`src/nnis_pkg.sv`:
```
// Shared types and constants for the nearest-neighbor image scaler.
// No dependencies; nnis_div and the top level import this package.
`timescale 1ns / 1ps

package nnis_pkg;

  // default frame store geometry
  localparam int MAX_WIDTH_DEF  = 256;
  localparam int MAX_HEIGHT_DEF = 256;

  // field widths
  localparam int COORD_W = 12;
  localparam int PIX_W   = 32;
  localparam int SIZE_W  = 9;
  localparam int SCALE_W = 12;
  localparam int BPP_W   = 3;
  localparam int CFG_IDX_W  = 8;
  localparam int CFG_DATA_W = 12;

  // scale limits, Q4.8, and saturation of the reported frame size
  localparam int SCALE_MIN = 26;
  localparam int SCALE_MAX = 2560;
  localparam int SIZE_SAT  = 4095;
  localparam int FRAC_W    = 8;

  // register indexes
  localparam logic [CFG_IDX_W-1:0] REG_SRC_WIDTH  = 8'd0;
  localparam logic [CFG_IDX_W-1:0] REG_SRC_HEIGHT = 8'd1;
  localparam logic [CFG_IDX_W-1:0] REG_SCALE      = 8'd2;
  localparam logic [CFG_IDX_W-1:0] REG_BPP        = 8'd3;

  // divider: (coord << 8) / scale, one quotient bit per cycle
  localparam int DVD_W = COORD_W + FRAC_W;
  localparam int DSR_W = SCALE_W;

  typedef struct packed {
    logic             start;
    logic [DVD_W-1:0] dividend;
    logic [DSR_W-1:0] divisor;
  } div_req_t;

  typedef struct packed {
    logic             done;
    logic [DVD_W-1:0] quotient;
  } div_rsp_t;

endpackage

```
`src/nnis_div.sv`:
```
// Restoring divider, one quotient bit per cycle, shared by both coordinates.
// Depends on nnis_pkg.
`timescale 1ns / 1ps

module nnis_div (
  input  logic               clk,
  input  logic               rst,
  input  nnis_pkg::div_req_t req,
  output nnis_pkg::div_rsp_t rsp
);

  import nnis_pkg::*;

  localparam int CNT_W = $clog2(DVD_W + 1);

  logic [DVD_W-1:0] dvd;      // dividend shifts out, quotient shifts in
  logic [DSR_W-1:0] rem;
  logic [DSR_W-1:0] dsr;
  logic [CNT_W-1:0] cnt;
  logic             done;

  logic [DSR_W:0]   shifted;
  logic [DSR_W+1:0] diff;
  logic             fits;

  always_comb begin
    shifted = {rem, dvd[DVD_W-1]};
    diff    = {1'b0, shifted} - {2'b00, dsr};
    fits    = !diff[DSR_W+1];
  end

  always_ff @(posedge clk) begin
    if (rst) begin
      cnt  <= '0;
      done <= 1'b0;
    end else begin
      done <= 1'b0;
      if (req.start) begin
        cnt <= CNT_W'(DVD_W);
      end else if (cnt != '0) begin
        cnt <= cnt - 1'b1;
        if (cnt == CNT_W'(1)) begin
          done <= 1'b1;
        end
      end
    end
  end

  always_ff @(posedge clk) begin
    if (req.start) begin
      dvd <= req.dividend;
      dsr <= req.divisor;
      rem <= '0;
    end else if (cnt != '0) begin
      dvd <= {dvd[DVD_W-2:0], fits};
      rem <= fits ? diff[DSR_W-1:0] : shifted[DSR_W-1:0];
    end
  end

  assign rsp.done     = done;
  assign rsp.quotient = dvd;

endmodule

```
`config.mk`:
```
export PLATFORM = sky130hd
export DESIGN_NAME = nnis_div
export DESIGN_NICKNAME = d
export VERILOG_FILES = /design/src/nnis_pkg.sv /design/src/nnis_div.sv
export SDC_FILE = /design/constraint.sdc
export NUM_CORES = 1
export LEC_CHECK = 0
export ABC_AREA = 1
export BUFFER_PORTS_ARGS = -buffer_cell sky130_fd_sc_hd__buf_2
export CORE_UTILIZATION = 55
export CTS_BUF_LIST = sky130_fd_sc_hd__clkbuf_8
export DETAILED_ROUTE_END_ITERATION = 8
export PLACE_DENSITY = 0.81
export SLEW_MARGIN = 25
export SYNTH_ARGS = -nofsm -noshare
export SYNTH_HDL_FRONTEND = slang
export SYNTH_SLANG_ARGS = --single-unit
```
`constraint.sdc`:
```
create_clock -name clk -period 2.54 [get_ports clk]
set_input_delay 0.508 -clock clk [delete_from_list [all_inputs] [get_ports clk]]
set_output_delay 0.508 -clock clk [all_outputs]
set_load 0.01 [all_outputs]
```
## After elaboration in Yosys (flattened, before gate mapping)

Cells that the tools add are included.

- Flip-flop bits (word level): 50
- Bits in latches: 0
- Memory bits (writable): 0
- ROM bits: 0
- Input port bits: 35
- Output and inout port bits: 21
- Word-level logic and storage cells: 21
- Memories kept: 0

- $add $sub $neg: 2
- $mul: 0
- Divide/modulo/power cells: 0
- Magnitude comparators: 0
- Equal/unequal tests: 1
- Shift-type cells: 0
- Multiplexer cells: 6
- Bitwise operators: 1
- Reduce and logical (&&, ||, !) cells: 5

Operator list:

| cell | number |
|---|---|
| 2-to-1 mux 20 bit | 2 |
| subtractor 13 x 12 -> 14 bit | 1 |
| 2-to-1 mux 12 bit | 1 |
| 2-to-1 mux 5 bit | 2 |
| == test 5 x 1 -> 1 bit, second input constant | 1 |
| nonzero test 5 bit | 1 |
| subtractor 5 x 1 -> 5 bit, second input constant | 1 |
| OR reduction 3 bit | 1 |
| nonzero test 2 bit | 1 |
| OR reduction 2 bit | 1 |
| logical NOT 1 bit | 1 |
| 2-to-1 mux 1 bit | 1 |
| inverter 1 bit | 1 |

## Logic depth before layout (Yosys ltp)

- Depth in word-level cells: 4
- Mapped depth: 14
- Depth with buffers taken out: 13

## Worst setup path after synthesis

OpenSTA, ideal clock, no wires.

- Path type: reg-to-reg
- Start: reg cnt[0]
- End: reg rem[5]
- Library setup time: 0.113 ns
- Data arrival time: 1.722 ns
- Data required time: 2.427 ns
- Setup slack: 0.705 ns
- Cell stages (with the launch flop): 11
- Path buffers: 0
- Clock period less this slack: 1.835 ns
- Cell sequence: dfxtp_1 inv_1 ha_1 inv_1 nor3_1 inv_2 nor2_4 nand2_1 inv_1 nand2_1 nand2_1

- Cells in the longest elaborated chain, start to end: 1

Ends and longest elaborated chain:

| element | RTL line | RTL |
|---|---|---|
| start, declared | nnis_div.sv:19 | `logic [CNT_W-1:0] cnt;` |
| start signal, assigned | nnis_div.sv:39 | `cnt <= CNT_W'(DVD_W);` |
| start signal, assigned | nnis_div.sv:41 | `cnt <= cnt - 1'b1;` |
| nonzero test 5 bit | nnis_div.sv:54 | `end else if (cnt != '0) begin` |
| end signal, assigned | nnis_div.sv:56 | `rem <= fits ? diff[DSR_W-1:0] : shifted[DSR_W-1:0];` |
| end, declared | nnis_div.sv:17 | `logic [DSR_W-1:0] rem;` |

Every way passes these cells.
A chain may end at the register's enable or synchronous reset.

## Worst setup path in the final report

- Start: reg dsr[7]
- End: reg rem[2]

- Cells in the longest elaborated chain, start to end: 2

Ends and longest elaborated chain:

| element | RTL line | RTL |
|---|---|---|
| start, declared | nnis_div.sv:18 | `logic [DSR_W-1:0] dsr;` |
| start signal, assigned | nnis_div.sv:52 | `dsr <= req.divisor;` |
| subtractor 13 x 12 -> 14 bit | nnis_div.sv:28 | `diff = {1'b0, shifted} - {2'b00, dsr};` |
| 2-to-1 mux 12 bit | nnis_div.sv:56 |  |

Every way passes these cells.

==> impl_metrics.yaml <==
run_status:
  status: "complete, no violations"
synth:
  ys_ff_latch: 50
  synth.distinct_cells: 31
  synth_fp_nets: 423
  synth_top_cell_area_share_pct: 32.9
  ys_seq_area_share_pct: 45.2
  syn_area_sq_um: 2920
  syn_inst: 373
  synthTopCellsByArea: "edfxtp_1 33%, nand2_1 18%, dfxtp_1 12%"
  synth_edf_count: 32
  async_reset_ff_share_pct: 0
  synth_top_area_cell: "edfxtp_1"
  syn_avg_cell_area_sq_um: 7.84
  ys_warn_count: 0
  synthFlopType: "edfxtp_1"
power_and_ir_drop:
  irDropWorstVdd_uv: 535
  powerDensity_nw_per_um2: 913
  leakage_nw: 1.79
cts:
  clk_latency_ns: 0.31
  cts_resized: 0
  tritoncts: "yes"
  path_clk_slew_ns: 0.10
  cts_sinks: 50
  ctsHoldBuffers: 0
  postCtsSetupBuffers: 0
  cts_made_buffers: 5
  htreeDepth: 2
  cts-root-buf: "clkbuf_8"
  clk_path_buf_depth: 2
routing:
  vias_per_cell: 4.81
  wl_per_cell_um: 11.9
  drt-initial-drc-count: 123
  drcViolationCount: 0
  drt_pass1_iterations: 5
  num_vias: 2407
  detail-route-antenna-nets: 0
  wirelength_um: 5960
sta:
  slew_viol_final: 0
  hold_viol_final: 0
  slew_headroom_pct: 68.5
  setup_viol: 0
  fin_crit_ns: 2.02
  max_freq_mhz: 494
  min_period_over_period_pct: 79.7
  tns_ns: 0
  fin_worst_skew_ns: 0.0102
  rsz0062_at_grt: "false"
  worstMarginPinSlew_ns: 0.471
floorplan:
  core_sq_um: 5110
  dieArea_sq_um: 5610
  die_height_um: 74.9
  rows: 26
  ios: 56
  die_w_um: 74.9
  start_util_pct: 57.2
setup_path:
  cp_max_fo: 14
  reg2reg_depth: 11
  required_ns: 2.78
  ff2ff_setup_slack_ns: 0.52
  cp.arrival_ns: 2.26
  r2r-end: "rem[2]"
  crit_type: "reg -> reg"
  start_kind: "flip-flop"
  endpoint_kind: "flip-flop"
  r2r-start: "dsr[7]"
placed_design:
  dp.cells: 492
  io_buffers: 55
  globalplace.congestion: 0.940
  hpwlAfterDp_um: 4390
job:
  drv_cap: 0
min_path:
  hold_path.class: "in -> reg"
  min_path_cells: 1
  min_from: "req[4]"
  hold_end: "dsr[4]"
cells_and_area:
  layout.nets: 479
  final_common_cell: "nand2_1"
  area_delta_synth_final_pct: 14.0
  diodes: 0
  mostFrequentLayoutCells: "142 x nand2_1, 57 x inv_1, 55 x buf_2, 32 x edfxtp_1, 28 x nand3_1"
  drive_gt1_share_pct: 21.6
  finalNonFillerCells: 500
global_routing:
  grt_pass1_wl_um: 9830
  grt_pass1_vias: 2231
  grtUsageTotal_pct: 23.8
  antenna_found_initial: 0
  overflow: 0
  grt_max_degree: 34
[kinds of logic after synthesis]
family          count (synthesis)  synth area share [%]
flops                          50                  45.2
compound gates                 17                  3.34
xor+xnor                        5                  1.50
fa+ha+maj                      15                  6.68
buf+inv                        74                  10.5
simple gates                  212                  32.7
[registers in the layout, summed over array words and instances (netlist names)]
| signal | count |
|---|---|
| cnt | 5 |
| rem | 12 |
| dsr | 12 |
| dvd | 20 |
| done | 1 |
[critical path: stages, from the launching register on]
cell and delay [ns]:
edfxtp_1 0.38, inv_1 0.07, ha_1 0.27, nand2_2 0.13, inv_2 0.04, nand2_1 0.07, nand2_2 0.08, a21oi_4 0.41
nand2_4 0.23, nand2_1 0.12, nand3_1 0.07, o21ai_1 0.08
[report_power, final]
part	internal (W)	leakage (nW)	switching, W
registers	0.00104	0.478	0.0000984
clock network	0.000194	0.0483	0.000273
logic	0.000524	1.26	0.000907
total	0.00176	1.79	0.00128
[through the flow]
step | utilization (%) | total power [W] | instance area (sq um) | hold slack, ns | setup slack [ns]
2_1_floorplan | - | 0.00230 | 2920 | 0.444 | 0.705
3_3_place_gp | 63.5 | 0.00254 | 3240 | 0.462 | 0.640
3_5_place_dp | 63.5 | 0.00257 | 3240 | 0.465 | 0.572
4_1_cts | 65.2 | 0.00306 | 3330 | 0.354 | 0.532
5_1_grt | 65.2 | 0.00329 | 3330 | 0.356 | 0.382
6_report | 65.2 | 0.00304 | 3330 | 0.366 | 0.517
[Yosys cell counts, drive strengths merged (4+ instances only)]
| library cell | number |
|---|---|
| a21oi | 9 |
| buf | 6 |
| dfxtp | 18 |
| edfxtp | 32 |
| ha | 14 |
| inv | 65 |
| nand2 | 149 |
| nand3 | 35 |
| nand4 | 4 |
| nor2 | 16 |
| o21ai | 7 |
[final cells by class]
| class | instances | area [sq um] |
|---|---|---|
| Clock inverter | 3 | 18.8 |
| Fill cell | 438 | 1780 |
| Sequential cell | 50 | 1320 |
| Timing Repair Buffer | 58 | 298 |
| Multi-Input combinational cell | 249 | 1290 |
| Clock buffer | 5 | 68.8 |
| Inverter | 65 | 244 |
| Tap cell | 70 | 87.6 |
[how the worst max path moves through the flow]
stage	from	to	slack, ns	cells past startpoint
after floorplan	cnt[0]	rem[5]	0.71	10
after global placement	rem[8]	rem[1]	0.64	10
after CTS	dsr[7]	rem[2]	0.53	11
after global routing	dsr[8]	rem[0]	0.38	11
final	dsr[7]	rem[2]	0.52	11
after detailed placement	dsr[7]	rem[2]	0.57	11
[layer usage]
metal | up-vias | track usage (%) | part of all wire [%]
met2 | 60 | 40.9 | 46
li1 | 1273 | - | -
met3 | 8 | 5.09 | 5.9
met4 | 0 | 7.97 | 1.8
met1 | 1066 | 29.9 | 46
met5 | - | 0 | 0
Power figures use the tool's default switching activity.
